==> src/hdl/sle_pkg.sv <==
// Shared types, character codes and helpers for the string literal escaper.
`default_nettype none

package sle_pkg;

	// Encoding register codes; codes above the UTF-8 code behave as plain ASCII.
	localparam logic [2:0] ENC_ASCII   = 3'd0;
	localparam logic [2:0] ENC_GB2312  = 3'd1;
	localparam logic [2:0] ENC_GBK     = 3'd2;
	localparam logic [2:0] ENC_GB18030 = 3'd3;
	localparam logic [2:0] ENC_BIG5    = 3'd4;
	localparam logic [2:0] ENC_UTF8    = 3'd5;

	// Characters the escaper emits on its own.
	localparam logic [7:0] CH_QUOTE  = 8'h22;
	localparam logic [7:0] CH_BSLASH = 8'h5C;
	localparam logic [7:0] CH_ZERO   = 8'h30;

	// Depth of the command queue between the front and the back.
	localparam int QUEUE_DEPTH = 4;
	localparam int QUEUE_AW    = $clog2(QUEUE_DEPTH);

	// What the back has to do with one command.
	typedef enum logic [1:0] {
		CMD_LIT,  // one character as it is
		CMD_ESC,  // backslash, then the character
		CMD_DEC   // backslash and three decimal digits of the byte
	} cmd_kind_t;

	typedef struct packed {
		cmd_kind_t  kind;
		logic [7:0] data;
		logic       done;
		logic       run_last;
	} cmd_t;

	// Front sequencer states.
	typedef enum logic [2:0] {
		F_IDLE,
		F_OPEN,
		F_DECIDE,
		F_MULTI,
		F_CLOSE,
		F_END
	} front_state_t;

	function automatic logic in_rng(logic [7:0] v, logic [7:0] lo, logic [7:0] hi);
		return (v >= lo) && (v <= hi);
	endfunction

endpackage

`default_nettype wire

==> src/hdl/sle_if.sv <==
// Valid/ready channel interfaces for the input bytes and the output characters.
`default_nettype none

interface sle_in_if;
	logic       valid;
	logic       ready;
	logic [7:0] in_byte;
	logic       has_byte;
	logic       last_in;

	modport source(output valid, output in_byte, output has_byte, output last_in,
		input ready);
	modport sink(input valid, input in_byte, input has_byte, input last_in,
		output ready);
endinterface

interface sle_out_if;
	logic       valid;
	logic       ready;
	logic [7:0] out_char;
	logic       run_last;
	logic       string_done;

	modport source(output valid, output out_char, output run_last, output string_done,
		input ready);
	modport sink(input valid, input out_char, input run_last, input string_done,
		output ready);
endinterface

`default_nettype wire

==> src/hdl/sle_front.sv <==
// Front: takes input bytes into the lookahead window and turns them into commands.
`default_nettype none

module sle_front import sle_pkg::*; #(
	parameter int WINDOW_DEPTH = 6
) (
	input  wire logic       clk,
	input  wire logic       arst_n,
	input  wire logic [2:0] encoding,
	sle_in_if.sink          in_ch,
	output logic            push,
	output cmd_t            push_cmd,
	input  wire logic       q_full
);

	localparam int FW = $clog2(WINDOW_DEPTH + 1);
	localparam int IW = $clog2(WINDOW_DEPTH);

	front_state_t state_q, state_d;
	logic [7:0]   win_q [WINDOW_DEPTH];
	logic [FW-1:0] fill_q;
	logic         last_q;
	logic         quote_q;
	logic [2:0]   rem_q;
	cmd_t         pend_q;
	logic         pend_valid_q;

	logic         accept;
	logic         take;
	logic         can;
	logic [7:0]   c0, c1, c2, c3;
	logic [7:0]   esc_char;
	logic         is_print;
	logic [2:0]   u8_len;
	logic         u8_cont_ok;
	logic         gbk2;
	logic [2:0]   mb_used;
	logic         gen;
	cmd_t         gen_cmd;
	logic         shift;
	logic         go_multi;
	logic         quote_set;
	logic         quote_clr;

	assign in_ch.ready = (state_q == F_IDLE);
	assign accept      = in_ch.valid && in_ch.ready;

	assign c0 = win_q[0];
	assign c1 = win_q[1];
	assign c2 = win_q[2];
	assign c3 = win_q[3];

	// A group is decided when the window is full, or while a last item flushes it.
	assign take = (fill_q == FW'(WINDOW_DEPTH)) || (last_q && (fill_q != '0));

	// A new command may be made when the held one has room in the queue.
	assign can = !pend_valid_q || !q_full;

	// Short backslash escapes.
	always_comb begin
		unique case (c0)
			8'h07:   esc_char = 8'h61;
			8'h08:   esc_char = 8'h62;
			8'h0C:   esc_char = 8'h66;
			8'h0A:   esc_char = 8'h6E;
			8'h0D:   esc_char = 8'h72;
			8'h09:   esc_char = 8'h74;
			8'h0B:   esc_char = 8'h76;
			8'h5C:   esc_char = 8'h5C;
			8'h22:   esc_char = 8'h22;
			8'h27:   esc_char = 8'h27;
			default: esc_char = 8'h00;
		endcase
	end

	assign is_print = (c0 >= 8'h20) && (c0 < 8'h7F);

	// UTF-8 sequence length from the lead byte; zero for a byte that cannot lead.
	always_comb begin
		priority if (c0 < 8'h80) u8_len = 3'd1;
		else if (c0 < 8'hC0)     u8_len = 3'd0;
		else if (c0 < 8'hE0)     u8_len = 3'd2;
		else if (c0 < 8'hF0)     u8_len = 3'd3;
		else if (c0 < 8'hF8)     u8_len = 3'd4;
		else if (c0 < 8'hFC)     u8_len = 3'd5;
		else if (c0 < 8'hFE)     u8_len = 3'd6;
		else                     u8_len = 3'd0;
	end

	// Every byte inside the sequence after the lead must be a continuation byte.
	always_comb begin
		u8_cont_ok = 1'b1;
		for (int i = 1; i < 6; i++) begin
			if ((3'(i) < u8_len) && (win_q[i][7:6] != 2'b10)) u8_cont_ok = 1'b0;
		end
	end

	assign gbk2 = (fill_q >= FW'(2)) && in_rng(c0, 8'h81, 8'hFE)
		&& in_rng(c1, 8'h40, 8'hFE) && (c1 != 8'h7F);

	// Length of a valid multibyte group at the head, or zero.
	always_comb begin
		mb_used = 3'd0;
		unique case (encoding)
			ENC_GB2312: begin
				if ((fill_q >= FW'(2)) && in_rng(c0, 8'hA1, 8'hF7) && in_rng(c1, 8'hA1, 8'hFE))
					mb_used = 3'd2;
			end
			ENC_GBK: begin
				if (gbk2) mb_used = 3'd2;
			end
			ENC_GB18030: begin
				if (gbk2) begin
					mb_used = 3'd2;
				end else if ((fill_q >= FW'(4)) && in_rng(c0, 8'h81, 8'hFE)
					&& in_rng(c1, 8'h30, 8'h39) && in_rng(c2, 8'h81, 8'hFE)
					&& in_rng(c3, 8'h30, 8'h39)) begin
					mb_used = 3'd4;
				end
			end
			ENC_BIG5: begin
				if ((fill_q >= FW'(2)) && in_rng(c0, 8'h81, 8'hFE)
					&& (in_rng(c1, 8'h40, 8'h7E) || in_rng(c1, 8'hA1, 8'hFE)))
					mb_used = 3'd2;
			end
			ENC_UTF8: begin
				if ((u8_len >= 3'd2) && (fill_q >= FW'(u8_len)) && u8_cont_ok)
					mb_used = u8_len;
			end
			default: begin
				mb_used = 3'd0;
			end
		endcase
	end

	// Next state.
	always_comb begin
		state_d = state_q;
		unique case (state_q)
			F_IDLE: begin
				if (accept && (in_ch.has_byte || in_ch.last_in))
					state_d = quote_q ? F_DECIDE : F_OPEN;
			end
			F_OPEN: begin
				if (can) state_d = F_DECIDE;
			end
			F_DECIDE: begin
				if (take) begin
					if (can && go_multi) state_d = F_MULTI;
				end else begin
					state_d = last_q ? F_CLOSE : F_END;
				end
			end
			F_MULTI: begin
				if (can && (rem_q == 3'd1)) state_d = F_DECIDE;
			end
			F_CLOSE: begin
				if (can) state_d = F_END;
			end
			F_END: begin
				if (can) state_d = F_IDLE;
			end
			default: begin
				state_d = F_IDLE;
			end
		endcase
	end

	// Commands made in each state.
	always_comb begin
		gen       = 1'b0;
		gen_cmd   = '{kind: CMD_LIT, data: c0, done: 1'b0, run_last: 1'b0};
		shift     = 1'b0;
		go_multi  = 1'b0;
		quote_set = 1'b0;
		quote_clr = 1'b0;
		unique case (state_q)
			F_OPEN: begin
				gen          = 1'b1;
				gen_cmd.data = CH_QUOTE;
				quote_set    = 1'b1;
			end
			F_DECIDE: begin
				if (take) begin
					gen   = 1'b1;
					shift = 1'b1;
					if (esc_char != 8'h00) begin
						gen_cmd.kind = CMD_ESC;
						gen_cmd.data = esc_char;
					end else if (is_print) begin
						gen_cmd.kind = CMD_LIT;
					end else if (mb_used != 3'd0) begin
						gen_cmd.kind = CMD_LIT;
						go_multi     = 1'b1;
					end else begin
						gen_cmd.kind = CMD_DEC;
					end
				end
			end
			F_MULTI: begin
				gen   = 1'b1;
				shift = 1'b1;
			end
			F_CLOSE: begin
				gen          = 1'b1;
				gen_cmd.data = CH_QUOTE;
				gen_cmd.done = 1'b1;
				quote_clr    = 1'b1;
			end
			default: begin
				gen = 1'b0;
			end
		endcase
	end

	// The held command goes out when the next one is made, or marked last at the end.
	assign push = pend_valid_q && !q_full && (gen || (state_q == F_END));

	always_comb begin
		push_cmd          = pend_q;
		push_cmd.run_last = (state_q == F_END);
	end

	// Control state.
	always_ff @(posedge clk or negedge arst_n) begin
		if (!arst_n) begin
			state_q      <= F_IDLE;
			fill_q       <= '0;
			last_q       <= 1'b0;
			quote_q      <= 1'b0;
			rem_q        <= 3'd0;
			pend_valid_q <= 1'b0;
		end else begin
			state_q <= state_d;
			if (accept) begin
				last_q <= in_ch.last_in;
				if (in_ch.has_byte) fill_q <= fill_q + FW'(1);
			end
			if (gen && can) begin
				pend_valid_q <= 1'b1;
				if (shift) fill_q <= fill_q - FW'(1);
				if (quote_set) quote_q <= 1'b1;
				if (quote_clr) quote_q <= 1'b0;
				if (go_multi) rem_q <= mb_used - 3'd1;
				else if (state_q == F_MULTI) rem_q <= rem_q - 3'd1;
			end else if ((state_q == F_END) && can) begin
				pend_valid_q <= 1'b0;
			end
		end
	end

	// Window and held command payload.
	always_ff @(posedge clk) begin
		if (accept && in_ch.has_byte) begin
			win_q[fill_q[IW-1:0]] <= in_ch.in_byte;
		end else if (gen && can && shift) begin
			for (int i = 0; i < WINDOW_DEPTH - 1; i++) win_q[i] <= win_q[i+1];
		end
		if (gen && can) pend_q <= gen_cmd;
	end

endmodule

`default_nettype wire

==> src/hdl/sle_fifo.sv <==
// Short command queue between the front and the back.
`default_nettype none

module sle_fifo import sle_pkg::*; (
	input  wire logic clk,
	input  wire logic arst_n,
	input  wire logic push,
	input  wire cmd_t push_cmd,
	output logic      full,
	input  wire logic pop,
	output cmd_t      head,
	output logic      empty
);

	cmd_t                mem_q [QUEUE_DEPTH];
	logic [QUEUE_AW-1:0] wr_q;
	logic [QUEUE_AW-1:0] rd_q;
	logic [QUEUE_AW:0]   count_q;

	assign full  = (count_q == (QUEUE_AW+1)'(QUEUE_DEPTH));
	assign empty = (count_q == '0);
	assign head  = mem_q[rd_q];

	// Pointers and occupancy.
	always_ff @(posedge clk or negedge arst_n) begin
		if (!arst_n) begin
			wr_q    <= '0;
			rd_q    <= '0;
			count_q <= '0;
		end else begin
			if (push) wr_q <= wr_q + QUEUE_AW'(1);
			if (pop) rd_q <= rd_q + QUEUE_AW'(1);
			if (push && !pop) count_q <= count_q + (QUEUE_AW+1)'(1);
			else if (pop && !push) count_q <= count_q - (QUEUE_AW+1)'(1);
		end
	end

	// Entry storage.
	always_ff @(posedge clk) begin
		if (push) mem_q[wr_q] <= push_cmd;
	end

endmodule

`default_nettype wire

==> src/hdl/sle_back.sv <==
// Back: expands queued commands into characters, one per cycle unless stalled.
`default_nettype none

module sle_back import sle_pkg::*; (
	input  wire logic clk,
	input  wire logic arst_n,
	input  wire cmd_t head,
	input  wire logic empty,
	output logic      pop,
	sle_out_if.source out_ch
);

	logic       cur_valid_q;
	cmd_t       cur_q;
	logic [1:0] idx_q;
	logic       out_valid_q;
	logic [7:0] out_char_q;
	logic       run_last_q;
	logic       done_q;

	logic       adv;
	logic       fin;
	logic [7:0] ch;
	logic [1:0] hund;
	logic [7:0] rest8;
	logic [6:0] rest;
	logic [3:0] tens;
	logic [6:0] tens_x10;
	logic [6:0] ones7;

	assign out_ch.valid       = out_valid_q;
	assign out_ch.out_char    = out_char_q;
	assign out_ch.run_last    = run_last_q;
	assign out_ch.string_done = done_q;

	// A character moves into the output register when it is empty or being taken.
	assign adv = cur_valid_q && (!out_valid_q || out_ch.ready);

	// Last character of the current command.
	always_comb begin
		unique case (cur_q.kind)
			CMD_LIT: fin = (idx_q == 2'd0);
			CMD_ESC: fin = (idx_q == 2'd1);
			CMD_DEC: fin = (idx_q == 2'd3);
			default: fin = 1'b1;
		endcase
	end

	assign pop = !empty && (!cur_valid_q || (adv && fin));

	// Decimal digits of the byte by comparison against multiples of ten.
	always_comb begin
		if (cur_q.data >= 8'd200) hund = 2'd2;
		else if (cur_q.data >= 8'd100) hund = 2'd1;
		else hund = 2'd0;
		rest8 = cur_q.data - 8'(hund) * 8'd100;
		rest  = rest8[6:0];
		tens  = 4'd0;
		for (int k = 1; k < 10; k++) begin
			if (rest >= 7'(k * 10)) tens = tens + 4'd1;
		end
		tens_x10 = 7'(tens) * 7'd10;
		ones7    = rest - tens_x10;
	end

	// Character for the current position in the command.
	always_comb begin
		ch = cur_q.data;
		unique case (cur_q.kind)
			CMD_LIT: ch = cur_q.data;
			CMD_ESC: ch = (idx_q == 2'd0) ? CH_BSLASH : cur_q.data;
			CMD_DEC: begin
				unique case (idx_q)
					2'd0:    ch = CH_BSLASH;
					2'd1:    ch = CH_ZERO + 8'(hund);
					2'd2:    ch = CH_ZERO + 8'(tens);
					default: ch = CH_ZERO + 8'(ones7[3:0]);
				endcase
			end
			default: ch = cur_q.data;
		endcase
	end

	// Command tracking and output handshake.
	always_ff @(posedge clk or negedge arst_n) begin
		if (!arst_n) begin
			cur_valid_q <= 1'b0;
			idx_q       <= 2'd0;
			out_valid_q <= 1'b0;
		end else begin
			if (pop) begin
				cur_valid_q <= 1'b1;
				idx_q       <= 2'd0;
			end else if (adv && fin) begin
				cur_valid_q <= 1'b0;
				idx_q       <= 2'd0;
			end else if (adv) begin
				idx_q <= idx_q + 2'd1;
			end
			if (adv) out_valid_q <= 1'b1;
			else if (out_ch.ready) out_valid_q <= 1'b0;
		end
	end

	// Command and output payload.
	always_ff @(posedge clk) begin
		if (pop) cur_q <= head;
		if (adv) begin
			out_char_q <= ch;
			run_last_q <= cur_q.run_last && fin;
			done_q     <= cur_q.done && fin;
		end
	end

endmodule

`default_nettype wire

==> src/hdl/string_literal_escaper.sv <==
// String literal escaper: raw string bytes in, a quoted and escaped literal out.
//
// in_ch carries one item per string byte (in_byte with has_byte set); an item with
// last_in set ends the string, and may carry a byte as well. out_ch carries one
// character of the literal per item; run_last marks the final character caused by an
// input item and string_done marks the closing quote. Both use valid/ready.
// The encoding register (cfg_we, cfg_wdata) selects which multibyte groups pass
// through; it must be written between strings, which the block does not enforce.
// Input bytes wait in a WINDOW_DEPTH-byte lookahead window; a group is decided only
// when the window is full or the string ends, so output lags input by up to
// WINDOW_DEPTH bytes. The front accepts an item only when idle, then makes its
// commands one by one (one per byte of a group, one per quote), then finds no
// group left and ends the item, so it takes no new item until done with the last.
// The back emits one character per cycle while the receiver is ready, up to four
// per byte. A four-entry command queue lets the front run ahead while the receiver
// stalls; a stalled receiver holds the output register and, once the queue fills,
// stops the front and input acceptance.
// Reset empties the window and queue, closes the quote and selects ASCII.
`default_nettype none

module string_literal_escaper import sle_pkg::*; #(
	parameter int WINDOW_DEPTH = 6
) (
	input  wire logic       clk,
	input  wire logic       arst_n,
	input  wire logic       cfg_we,
	input  wire logic [2:0] cfg_wdata,
	sle_in_if.sink          in_ch,
	sle_out_if.source       out_ch
);

	logic [2:0] encoding_q;
	logic       push;
	cmd_t       push_cmd;
	logic       q_full;
	logic       pop;
	cmd_t       head;
	logic       q_empty;

	// Encoding register.
	always_ff @(posedge clk or negedge arst_n) begin
		if (!arst_n) begin
			encoding_q <= ENC_ASCII;
		end else if (cfg_we) begin
			encoding_q <= cfg_wdata;
		end
	end

	sle_front #(
		.WINDOW_DEPTH(WINDOW_DEPTH)
	) u_front (
		.clk      (clk),
		.arst_n   (arst_n),
		.encoding (encoding_q),
		.in_ch    (in_ch),
		.push     (push),
		.push_cmd (push_cmd),
		.q_full   (q_full)
	);

	sle_fifo u_fifo (
		.clk      (clk),
		.arst_n   (arst_n),
		.push     (push),
		.push_cmd (push_cmd),
		.full     (q_full),
		.pop      (pop),
		.head     (head),
		.empty    (q_empty)
	);

	sle_back u_back (
		.clk    (clk),
		.arst_n (arst_n),
		.head   (head),
		.empty  (q_empty),
		.pop    (pop),
		.out_ch (out_ch)
	);

endmodule

`default_nettype wire
==> src/flat_wrapper.sv <==
// flat-port wrapper written by rule: the top's interface ports become plain ports
module string_literal_escaper_flat import sle_pkg::*;
#(
	parameter int WINDOW_DEPTH = 6
)
  (clk, arst_n, cfg_we, cfg_wdata, in_ch_valid, in_ch_in_byte, in_ch_has_byte, in_ch_last_in, in_ch_ready, out_ch_valid, out_ch_out_char, out_ch_run_last, out_ch_string_done, out_ch_ready);
  sle_in_if in_ch_i ();
  sle_out_if out_ch_i ();
  input  wire logic clk;
  input  wire logic arst_n;
  input  wire logic cfg_we;
  input  wire logic [2:0] cfg_wdata;
  input wire logic [$bits(in_ch_i.valid)-1:0] in_ch_valid;
  input wire logic [$bits(in_ch_i.in_byte)-1:0] in_ch_in_byte;
  input wire logic [$bits(in_ch_i.has_byte)-1:0] in_ch_has_byte;
  input wire logic [$bits(in_ch_i.last_in)-1:0] in_ch_last_in;
  output wire logic [$bits(in_ch_i.ready)-1:0] in_ch_ready;
  output wire logic [$bits(out_ch_i.valid)-1:0] out_ch_valid;
  output wire logic [$bits(out_ch_i.out_char)-1:0] out_ch_out_char;
  output wire logic [$bits(out_ch_i.run_last)-1:0] out_ch_run_last;
  output wire logic [$bits(out_ch_i.string_done)-1:0] out_ch_string_done;
  input wire logic [$bits(out_ch_i.ready)-1:0] out_ch_ready;
  assign in_ch_i.valid = in_ch_valid;
  assign in_ch_i.in_byte = in_ch_in_byte;
  assign in_ch_i.has_byte = in_ch_has_byte;
  assign in_ch_i.last_in = in_ch_last_in;
  assign in_ch_ready = in_ch_i.ready;
  assign out_ch_valid = out_ch_i.valid;
  assign out_ch_out_char = out_ch_i.out_char;
  assign out_ch_run_last = out_ch_i.run_last;
  assign out_ch_string_done = out_ch_i.string_done;
  assign out_ch_i.ready = out_ch_ready;
  string_literal_escaper #(.WINDOW_DEPTH(WINDOW_DEPTH)) u_core (.clk(clk), .arst_n(arst_n), .cfg_we(cfg_we), .cfg_wdata(cfg_wdata), .in_ch(in_ch_i), .out_ch(out_ch_i));
endmodule
==> config.mk <==
export PLATFORM = sky130hd
export DESIGN_NAME = string_literal_escaper_flat
export DESIGN_NICKNAME = d
export VERILOG_FILES = /design/src/hdl/sle_pkg.sv /design/src/hdl/sle_if.sv /design/src/hdl/sle_front.sv /design/src/hdl/sle_fifo.sv /design/src/hdl/sle_back.sv /design/src/hdl/string_literal_escaper.sv /design/src/flat_wrapper.sv
export SDC_FILE = /design/constraint.sdc
export NUM_CORES = 1
export LEC_CHECK = 0
export CAP_MARGIN = 20
export CELL_PAD_IN_SITES_DETAIL_PLACEMENT = 1
export CELL_PAD_IN_SITES_GLOBAL_PLACEMENT = 2
export CORE_ASPECT_RATIO = 0.7
export CORE_MARGIN = 5
export CORE_UTILIZATION = 40
export CTS_CLUSTER_SIZE = 25
export DETAILED_ROUTE_END_ITERATION = 7
export DONT_BUFFER_PORTS = 1
export GPL_ROUTABILITY_DRIVEN = 0
export GPL_TIMING_DRIVEN = 0
export PLACE_DENSITY = 0.76
export SETUP_SLACK_MARGIN = 0.5
export SLEW_MARGIN = 20
export SYNTH_ARGS = -nofsm -noshare
export SYNTH_HDL_FRONTEND = slang
export SYNTH_HIERARCHICAL = 1
export SYNTH_SLANG_ARGS = --single-unit
==> constraint.sdc <==
create_clock -name clk -period 7.5 [get_ports clk]
set_input_delay 1.5 -clock clk [delete_from_list [all_inputs] [get_ports clk]]
set_output_delay 1.5 -clock clk [all_outputs]
set_load 0.005 [all_outputs]
# Yosys cells after proc, flatten, opt, wreduce, memory -nomap -nowiden
# Memories as Yosys holds them, arrays and structs flattened. A register that Yosys moved wholly into a read port is not among the register bits.
# Cells that the tools add are included.
dict set report word_totals {
  output_inout_bits 12
  register_bits 47
  mem_bits_rw 96
  elab_cells 301
  memories 2
  inputBits 18
}
# memory depth word_bits rd rd_clocked_by_memory_dff write_ports line_no
set memory_table {}
lappend memory_table {u_core.u_fifo.mem_q 4 12 1 1 1 sle_fifo.sv:15} ;# cmd_t mem_q [QUEUE_DEPTH];
lappend memory_table {u_core.u_front.win_q 6 8 6 0 5 sle_front.sv:20} ;# logic [7:0] win_q [WINDOW_DEPTH];
dict set report op_classes {
  n_lt_le_gt_ge 43
  n_bitwise 2
  muxes 90
  mul 2
  add_sub_neg 22
  n_eq_ne 40
  n_reduce_logical 80
}
# operator count
set op_table {}
lappend op_table {{$mux W3} 26}
lappend op_table {{$pmux W7 S10} 1}
lappend op_table {{$lt A8 B8 Y1 const B} 7}
lappend op_table {{$eq A8 B4 Y1 const B} 6}
lappend op_table {{$logic_and A1 B1 Y1} 44}
lappend op_table {{$ge A8 B8 Y1 const B} 5}
lappend op_table {{$mux W1} 34}
lappend op_table {{$add A4 B1 Y4 const B} 8}
lappend op_table {{$le A8 B8 Y1 const B} 4}
lappend op_table {{$mux W4} 8}
lappend op_table {{$mux W8} 4}
lappend op_table {{$pmux W8 S2} 2}
lappend op_table {{$ge A8 B6 Y1 const B} 3}
lappend op_table {{$ge A7 B6 Y1 const B} 3}
lappend op_table {{$ge A7 B7 Y1 const B} 3}
lappend op_table {{$pmux W7 S3} 1}
lappend op_table {{$eq A3 B3 Y1 const B} 6}
lappend op_table {{$mux W2} 9}
lappend op_table {{$pmux W3 S6} 1}
lappend op_table {{$eq A8 B6 Y1 const B} 2}
lappend op_table {{$ge A8 B7 Y1 const B} 2}
lappend op_table {{$le A8 B6 Y1 const B} 2}
lappend op_table {{$ne A2 B2 Y1 const B} 8}
lappend op_table {{$pmux W3 S5} 1}
lappend op_table {{other kinds (44)} 89}

# Depth between registers and ports, before layout
# Gate-level depths: netlist of the first run.
# An unclocked memory read counts as a cell.
dict set report logic_depth {
  word_depth 29
  depth_mapped 38
  ltp_nobuf 36
}

# By module
# Netlist of the first run, hierarchy kept.
# mod instances area_each_um2 seq_area_each_um2 cells_per_inst
set by_module_without_submodules {}
lappend by_module_without_submodules {sle_front 1 3943.8 2072.0 402}
lappend by_module_without_submodules {sle_back 1 2503.7 760.7 261}
lappend by_module_without_submodules {sle_fifo 1 2153.3 1616.6 97}
lappend by_module_without_submodules {string_literal_escaper 1 108.9 75.1 6}

# Worst setup path after synthesis of the first run
# OpenSTA, ideal clock, no wires.
dict set report synth_timing {
  path_type {register -> register}
  from {register, netlist name u_core/u_back/cur_q[9]}
  to {register u_core.u_back.out_char_q[3], in the netlist u_core/u_back/out_ch.out_char[3], data pin}
  path_slack_ps -403
  t_arrival_ps 7759
  stages_incl_launch_ff 37
  setup_ps 145
  cell_sequence {edfxtp_1 -> inv_1 -> nor3_1 -> a21oi_1 -> ha_1 -> fa_1 -> nand2b_4 -> a21oi_4 -> xnor2_4 -> buf_2 -> a211o_1 -> inv_1 -> ha_1 -> clkbuf_1 -> xnor2_1 -> ha_1 -> inv_1 -> o21ai_0 -> ha_1 -> mux2i_1 -> nand2_1 -> ha_1 -> o211a_1 -> ha_1 -> mux2_2 -> ha_1 -> mux2i_1 -> and4bb_4 -> ha_1 -> mux2_4 -> fa_1 -> xnor2_1 -> xnor3_1 -> and2_1 -> mux2i_1 -> nand4_1 -> o21ai_1}
}
dict set report synth_between {
  elab_chain_cells 28
  elab_cells_between_ends 39
  classes_between {13 x add/sub; 2 x mul; 11 x order compare; 13 x mux}
}
# element line_no
set synth_rtl {}
lappend synth_rtl {{$ge A8 B7 Y1} sle_back.sv:54} ;# else if (cur_q.data >= 8'd100) hund = 2'd1;
lappend synth_rtl {{$mux W1} sle_back.sv:54}
lappend synth_rtl {{$mux W2 *} sle_back.sv:53} ;# if (cur_q.data >= 8'd200) hund = 2'd2;
lappend synth_rtl {{$mul A2 B5 Y5} sle_back.sv:56} ;# rest8 = cur_q.data - 8'(hund) * 8'd100;
lappend synth_rtl {{$sub A7 B7 Y7} sle_back.sv:56}
lappend synth_rtl {{$ge A7 B4 Y1} sle_back.sv:60} ;# if (rest >= 7'(k * 10)) tens = tens + 4'd1;
lappend synth_rtl {{$mux W1} sle_back.sv:60}
lappend synth_rtl {{$add A4 B1 Y4} sle_back.sv:60}
lappend synth_rtl {{(+13 left out)} n/a}
lappend synth_rtl {{$add A4 B1 Y4} sle_back.sv:60}
lappend synth_rtl {{$mux W4} sle_back.sv:60}
lappend synth_rtl {{$mul A4 B3 Y3} sle_back.sv:62} ;# tens_x10 = 7'(tens) * 7'd10;
lappend synth_rtl {{$sub A4 B4 Y4} sle_back.sv:63} ;# ones7 = rest - tens_x10;
lappend synth_rtl {{$add A6 B4 Y7} sle_back.sv:77} ;# default: ch = CH_ZERO + 8'(ones7[3:0]);
lappend synth_rtl {{$pmux W7 S3 *} sle_back.sv:73} ;# unique case (idx_q)
lappend synth_rtl {{$pmux W8 S2 *} sle_back.sv:69} ;# unique case (cur_q.kind)
lappend synth_rtl {{named net u_core.u_back.ch[3]} sle_back.sv:23} ;# logic [7:0] ch;
lappend synth_rtl {{to (signal assigned)} sle_back.sv:109} ;# out_char_q <= ch;
lappend synth_rtl {{to (decl)} sle_back.sv:17} ;# logic [7:0] out_char_q;
# Mark *: on every way through the listed nets, which the timed path passes. The rest lies on a longest branch.
# A chain may end at the register's enable or synchronous reset.

# Final worst setup path of the first run
dict set report layout_timing {
  from {register, netlist name u_core/u_back/cur_q[5]}
  to {register u_core.u_back.out_char_q[3], in the netlist u_core/u_back/out_ch.out_char[3], data pin}
}
dict set report layout_between {
  elab_chain_cells 28
  elab_cells_between_ends 40
  classes_between {13 x add/sub; 2 x mul; 11 x order compare; 14 x mux}
}
# element line_no
set layout_rtl {}
lappend layout_rtl {{$ge A8 B7 Y1} sle_back.sv:54}
lappend layout_rtl {{$mux W1} sle_back.sv:54}
lappend layout_rtl {{$mux W2} sle_back.sv:53}
lappend layout_rtl {{$mul A2 B5 Y5} sle_back.sv:56}
lappend layout_rtl {{$sub A7 B7 Y7} sle_back.sv:56}
lappend layout_rtl {{$ge A7 B4 Y1} sle_back.sv:60}
lappend layout_rtl {{$mux W1} sle_back.sv:60}
lappend layout_rtl {{$add A4 B1 Y4} sle_back.sv:60}
lappend layout_rtl {{(+13 left out)} n/a}
lappend layout_rtl {{$add A4 B1 Y4} sle_back.sv:60}
lappend layout_rtl {{$mux W4} sle_back.sv:60}
lappend layout_rtl {{$mul A4 B3 Y3} sle_back.sv:62}
lappend layout_rtl {{$sub A4 B4 Y4} sle_back.sv:63}
lappend layout_rtl {{$add A6 B4 Y7} sle_back.sv:77}
lappend layout_rtl {{$pmux W7 S3} sle_back.sv:73}
lappend layout_rtl {{$pmux W8 S2 *} sle_back.sv:69}
lappend layout_rtl {{named net u_core.u_back.ch[3]} sle_back.sv:23}
# Marks and branches as above.

==> flow_summary.toml, run 1 <==
[clock_tree]
cts.sinks = 155
tritoncts = "done"
htreeDepth = 4
cts-buffers-inserted = 17
root_buffer = "clkbuf_16"
clockBufferDepth = 2
insertion_delay_ps = 420
postCtsHoldBufs = 0
clk_pin_slew_ps = 70

[die]
dieArea_sq_mm = 0.0249
fp-row-count = 45
core_sq_mm = 0.0216
dieHeight_microns = 133
io_pins = 30
start_util_pct = 40.4
fp.dieW_microns = 186

[synth]
synth_top_family_by_area = "simple AND/OR/NAND/NOR gates"
netlist.area_leader.share_pct = 44.5
yosysWarnings = 6
syn_avg_cell_area_sq_um = 11.4
synth_xor_area_share_pct = 3.86
netlist_instances = 766
yosysTopAreaCell = "edfxtp_1"
ys_ff_latch = 155
ys.flop_type = "edfxtp_1"
yosys-top-cells-area = "edfxtp_1 (44%), dfrtp_1 (7.5%), nand2_1 (5.5%), ha_1 (5.3%), mux4_2 (2.1%)"
synth_commonest_cells = "edfxtp_1 (129), nand2_1 (128), inv_1 (42)"
yosysSeqAreaShare_pct = 51.9
synth-compound-area-share_pct = 12.3
syn_area_sq_mm = 0.00871
synth_nets = 824
netlist-cell-type-count = 91
synth.most_common_cell = "edfxtp_1"
synthSimpleGateAreaFrac_pct = 16.6
synthAdderAreaFrac_pct = 6.00
async_reset_ff_share_pct = 16.8
synth_edf_count = 129
synthMuxAreaShare_pct = 5.59

[final_layout]
num-nets-final = 879
drive_above_1_share_pct = 20.5
fillers = 2309
syn_to_final_growth_pct = 17.3
final_core_util_pct = 47.4
design_area_sq_mm = 0.0102

[setup_path]
crit_start = "u_core/u_back/cur_q[5]$_DFFE_PP_"
crit_path_top_delay_cell = "edfxtp_1"
rr_worst_depth = 36
cp_max_fo = 10
slowest_delay_ps = 510
critPathTopFamily = "adder cells"
worstPathArrival_ps = 7840
reg2reg_from = "u_core/u_back/cur_q[5]$_DFFE_PP_"
cp.depth = 36
path_class = "reg2reg"
r2r_slack_ps = -80
critical_path.endpoint = "u_core/u_back/out_ch.out_char[3]$_DFFE_PP_"
rr_endpoint = "u_core/u_back/out_ch.out_char[3]$_DFFE_PP_"
required_ps = 7770
critPathBufInv = 6
cp-end-kind = "flop"
cp-start-kind = "flop"
path_common_cell = "ha_4"

[drt]
drtAntennaViolNets = 0
drc = 0
firstDrtPassIters = 5
drt_iter0_drc = 557
vias = 6418
drt-total-wl_microns = 24300
wl_per_cell_microns = 21.7
vias_per_cell = 5.75

[global_routing]
grt_pass1_vias = 6476
grt_use_total_pct = 19.2
grt_max_degree = 27
grt_pass1_wl_microns = 37600
antenna_found_initial = 0
grt-ovfl-total = 0

[timing]
setup_viol = 1
fmax_mhz = 132
skew_ps = 12.3
slew_headroom_pct = 32.6
fin_crit_sh_pct = 101
worstMarginPinSlew_ps = 1000
rsz0062_at_grt = "yes"
post-route-min-period_ps = 7580
setup_ws_ps = -75.5
timing.hold.ws_ps = 488
slew_viol_final = 0
hold_viol_final = 0

[place]
dp_hpwl_microns = 17500
place_area_sq_mm = 0.00919
portBuffers = 0

[status]
violations = "negative setup slack"
status = "finished with violations"

[min_path]
hold_path_class = "reg2reg"

[job]
max-cap-violations = 0
==> sequential cells by signal (all words and copies together) (netlist names), 8 cells and up <==
name                           cells
u_core/u_front/win_q              48
u_core/u_back/out_ch.out_char      8
u_core/u_back/cur_q               12
u_core/u_fifo/mem_q               48
u_core/u_front/push_cmd           11
==> timing repair <==
item	CTS	global route
setup endpoints to repair	3	3
cloned	0	0
buffers inserted	24	8
resized for setup	14	30
pin swaps	22	19
==> through the flow <==
step / cells / TNS [ps] / worst slack (ps)
2_1_floorplan: 766 / 0 / 173
3_3_place_gp: 1048 / -687 / -583
3_5_place_dp: 1052 / -1030 / -741
4_1_cts: 1108 / -284 / -284
5_1_grt: 1116 / -337 / -337
6_report: 1117 / -75.5 / -75.5
==> layout make-up <==
type / count / area (sq um) / share of cell area (%)
buffer: 32 / 193 / 1.89
tap: 282 / 353 / 3.45
timing repair buffer: 36 / 278 / 2.72
inverter: 42 / 158 / 1.54
clock inverter: 13 / 118 / 1.15
multi-input combinational: 537 / 4160 / 40.7
sequential: 155 / 4520 / 44.3
antenna: 1 / 2.50 / 0.0245
clock buffer: 19 / 433 / 4.24
==> placed cells by master, fill, tap and decap left out, drive strengths merged, types with 8 or more instances in the layout <==
| cell type | n |
|---|---|
| mux2 | 11 |
| edfxtp | 129 |
| clkbuf | 36 |
| nand2b | 11 |
| o31ai | 8 |
| dfrtp | 26 |
| mux4 | 12 |
| inv | 45 |
| ha | 37 |
| o21ai | 38 |
| xor2 | 10 |
| buf | 51 |
| and2 | 12 |
| nor3 | 19 |
| xnor2 | 16 |
| nor2 | 42 |
| nor2b | 13 |
| nand3 | 16 |
| a21oi | 27 |
| nand2 | 128 |
| nand4 | 9 |
==> routing by layer <==
layer	routed length, microns	GRT usage [%]	vias to the layer above
li1	-	-	2935
met3	1540	4.30	11
met5	0	0	-
met4	140	3.67	0
met1	12400	30.4	3290
met2	10200	27.0	182
==> worst min-delay path by stage <==
stage / startpoint / endpoint / slack, ps / cells past startpoint
global route: u_core/u_front/push_cmd[6]$_DFFE_PP_ / u_core/u_fifo/mem_q[3][6]$_DFFE_PP_ / 510 / 0
detailed placement: u_core/u_fifo/count_q[2]$_DFFE_PN0P_ / u_core/u_fifo/count_q[2]$_DFFE_PN0P_ / 480 / 1
floorplan: u_core/u_back/cur_valid_q$_DFFE_PN0P_ / u_core/u_back/out_ch.valid$_DFFE_PN0P_ / 450 / 1
global placement: u_core/u_back/cur_valid_q$_DFFE_PN0P_ / u_core/u_back/out_ch.valid$_DFFE_PN0P_ / 470 / 1
CTS: u_core/u_fifo/count_q[2]$_DFFE_PN0P_ / u_core/u_fifo/count_q[2]$_DFFE_PN0P_ / 490 / 1
finish: u_core/u_fifo/count_q[2]$_DFFE_PN0P_ / u_core/u_fifo/count_q[2]$_DFFE_PN0P_ / 490 / 1
==> cells by family (layout without fill, tap and decap cells) <==
kind of cell / Yosys count / after routing
and+or+nand+nor: 289 / 289
DFF: 155 / 155
AOI/OAI and AO/OA: 149 / 149
buffers and inverters: 74 / 142
adders and majority gates: 40 / 40
muxes: 30 / 30
xor gates and xnor gates: 29 / 29
other: 0 / 1
Power of run 1 is left out: the tool's default activity adds up to more than one toggle a clock period on the data nets, which glitch-free logic cannot reach.
==> inputs of run 2 (changes only) <==
--- a/config.mk
+++ b/config.mk
@@ -19,3 +19,3 @@
 export PLACE_DENSITY = 0.76
-export SETUP_SLACK_MARGIN = 0.5
+export SETUP_SLACK_MARGIN = 0.3
 export SLEW_MARGIN = 20
==> constraint.sdc (replaced) <==
create_clock -name clk -period 7.5 [get_ports clk]
set_input_delay 0.75 -clock clk [delete_from_list [all_inputs] [get_ports clk]]
set_output_delay 0.75 -clock clk [all_outputs]
set_load 0.005 [all_outputs]
==> run 2 against run 1 <==
- die area did not move
- largest cell class unchanged
- clock skew rose by 0.58 ps
- cell count rose by 0.36%
- setup slack got worse by 71 ps
- flip-flop and latch count did not move
- the run still ends with negative setup slack left
- first-iteration DRC count rose by 2.3%
- utilization rose by 0.20 points
- design area rose by 0.43%
- via count rose by 0.83%
- sequential share of layout area fell by 0.19 points
- global-route usage rose by 0.096 points
- maximum frequency fell by 0.93%
==> flow_summary.toml, run 2 (synthesis results as in run 1) <==
[setup_path]
cp-end-kind = "flop"
rr_worst_depth = 34
slowest_delay_ps = 520
cp_max_fo = 10
cp-start-kind = "flop"
rr_endpoint = "u_core/u_back/out_ch.out_char[3]$_DFFE_PP_"
crit_path_top_delay_cell = "edfxtp_1"
worstPathArrival_ps = 7920
r2r_slack_ps = -150
required_ps = 7770
reg2reg_from = "u_core/u_back/cur_q[5]$_DFFE_PP_"
path_common_cell = "ha_4"
path_class = "reg2reg"

[timing]
slew_viol_final = 0
rsz0062_at_grt = "yes"
fin_crit_sh_pct = 102
worstMarginPinSlew_ps = 999
setup_ws_ps = -147
hold_viol_final = 0
slew_headroom_pct = 33.1
skew_ps = 12.9
post-route-min-period_ps = 7650
fmax_mhz = 131
setup-tns-final_ps = -147
timing.hold.ws_ps = 23.8
setup_viol = 1

[clock_tree]
insertion_delay_ps = 420
clk_pin_slew_ps = 70
root_buffer = "clkbuf_16"
tritoncts = "done"
htreeDepth = 4
cts-buffers-inserted = 17
clockBufferDepth = 2
cts.sinks = 155

[final_layout]
fillers = 2308
final_cell_mix = "edfxtp_1 (129), nand2_1 (127), nor2_1 (39), inv_1 (39), buf_4 (35)"
drive_above_1_share_pct = 20.4
reg_top3 = "u_core/u_fifo/mem_q (48), u_core/u_front/win_q (48), u_core/u_back/cur_q (12)"
num-nets-final = 883
layout_commonest_cell = "edfxtp_1"
final_core_util_pct = 47.6
syn_to_final_growth_pct = 17.8

[drt]
drc = 0
wl_per_cell_microns = 22.3
drtAntennaViolNets = 0
vias = 6471
vias_per_cell = 5.77
firstDrtPassIters = 5
drt-total-wl_microns = 25000
drt_iter0_drc = 570

[die]
start_util_pct = 40.4
fp.dieW_microns = 186
dieArea_sq_mm = 0.0249
fp-row-count = 45
dieHeight_microns = 133
core_sq_mm = 0.0216
io_pins = 30

[place]
portBuffers = 0
post-place-ws_ps = -741
dp_hpwl_microns = 17500

[global_routing]
grt_use_total_pct = 19.3
antenna_found_initial = 0
grt-ovfl-total = 0
grt_max_degree = 18
grt_pass1_wl_microns = 37700
grt_pass1_vias = 6486

[status]
status = "finished with violations"
violations = "negative setup slack"

[job]
max-cap-violations = 0

[min_path]
hold_path_class = "in2async"
run 2: cell types whose count changed in the layout (fill, tap and decap cells not counted), sizes merged:
cell         previous run  this run
dlygate4sd3             0         4
run 2: area by class of cell:
type	instances	area (sq um)	area share, %
Clock inverter	13	118	1.15
Buffer	32	193	1.88
Clock buffer	19	433	4.22
Multi-Input combinational cell	537	4160	40.5
Tap cell	282	353	3.44
Inverter	42	158	1.54
Antenna cell	1	2.50	0.0244
Sequential cell	155	4520	44.1
Timing Repair Buffer	40	322	3.13
run 2: worst max-delay path: cells and delay by family, from the launching register on:
kind | cells | cell delay [ps]
AND/OR/NAND/NOR | 6 | 1200
AO/OA/AOI/OAI | 5 | 1110
XOR/XNOR | 4 | 910
adder cells (fa/ha/maj) | 8 | 2010
multiplexers | 5 | 960
buffers and inverters | 6 | 770
flip-flops | 1 | 520
run 2: metal layers:
layer	part of all wire (%)	global-route usage, %	wire length [microns]	vias up
met3	5.9	4.22	1480	16
met5	0	0	0	-
li1	-	-	-	2944
met1	50	30.6	12600	3310
met2	43	27.2	10700	201
met4	0.80	3.67	199	0
run 2: how the worst max path moves through the flow:
| stage | from | endpoint | slack (ps) |
|---|---|---|---|
| after global placement | u_core/u_back/cur_q[5]$_DFFE_PP_ | u_core/u_back/out_ch.out_char[3]$_DFFE_PP_ | -580 |
| final | u_core/u_back/cur_q[5]$_DFFE_PP_ | u_core/u_back/out_ch.out_char[3]$_DFFE_PP_ | -150 |
| after global routing | u_core/u_back/cur_q[5]$_DFFE_PP_ | u_core/u_back/out_ch.out_char[3]$_DFFE_PP_ | -410 |
| after detailed placement | u_core/u_back/cur_q[5]$_DFFE_PP_ | u_core/u_back/out_ch.out_char[3]$_DFFE_PP_ | -740 |
| after floorplan | u_core/u_back/cur_q[5]$_DFFE_PP_ | u_core/u_back/out_ch.out_char[3]$_DFFE_PP_ | 170 |
| after CTS | u_core/u_back/cur_q[5]$_DFFE_PP_ | u_core/u_back/out_ch.out_char[3]$_DFFE_PP_ | -280 |
run 2: what timing repair did:
action	in CTS	in global routing
pin swaps	21	18
hold endpoints to repair	8	6
setup endpoints to repair	3	3
resized for setup	14	30
hold buffers	2	2
setup buffers	24	8
run 2: stage by stage:
step / std cells / instance area, sq um
floorplan: 766 / 8790
global placement: 1048 / 9140
detailed placement: 1052 / 9190
CTS: 1110 / 10000
global route: 1120 / 10300
finish: 1121 / 10300
Power of run 2 is left out for the same reason.
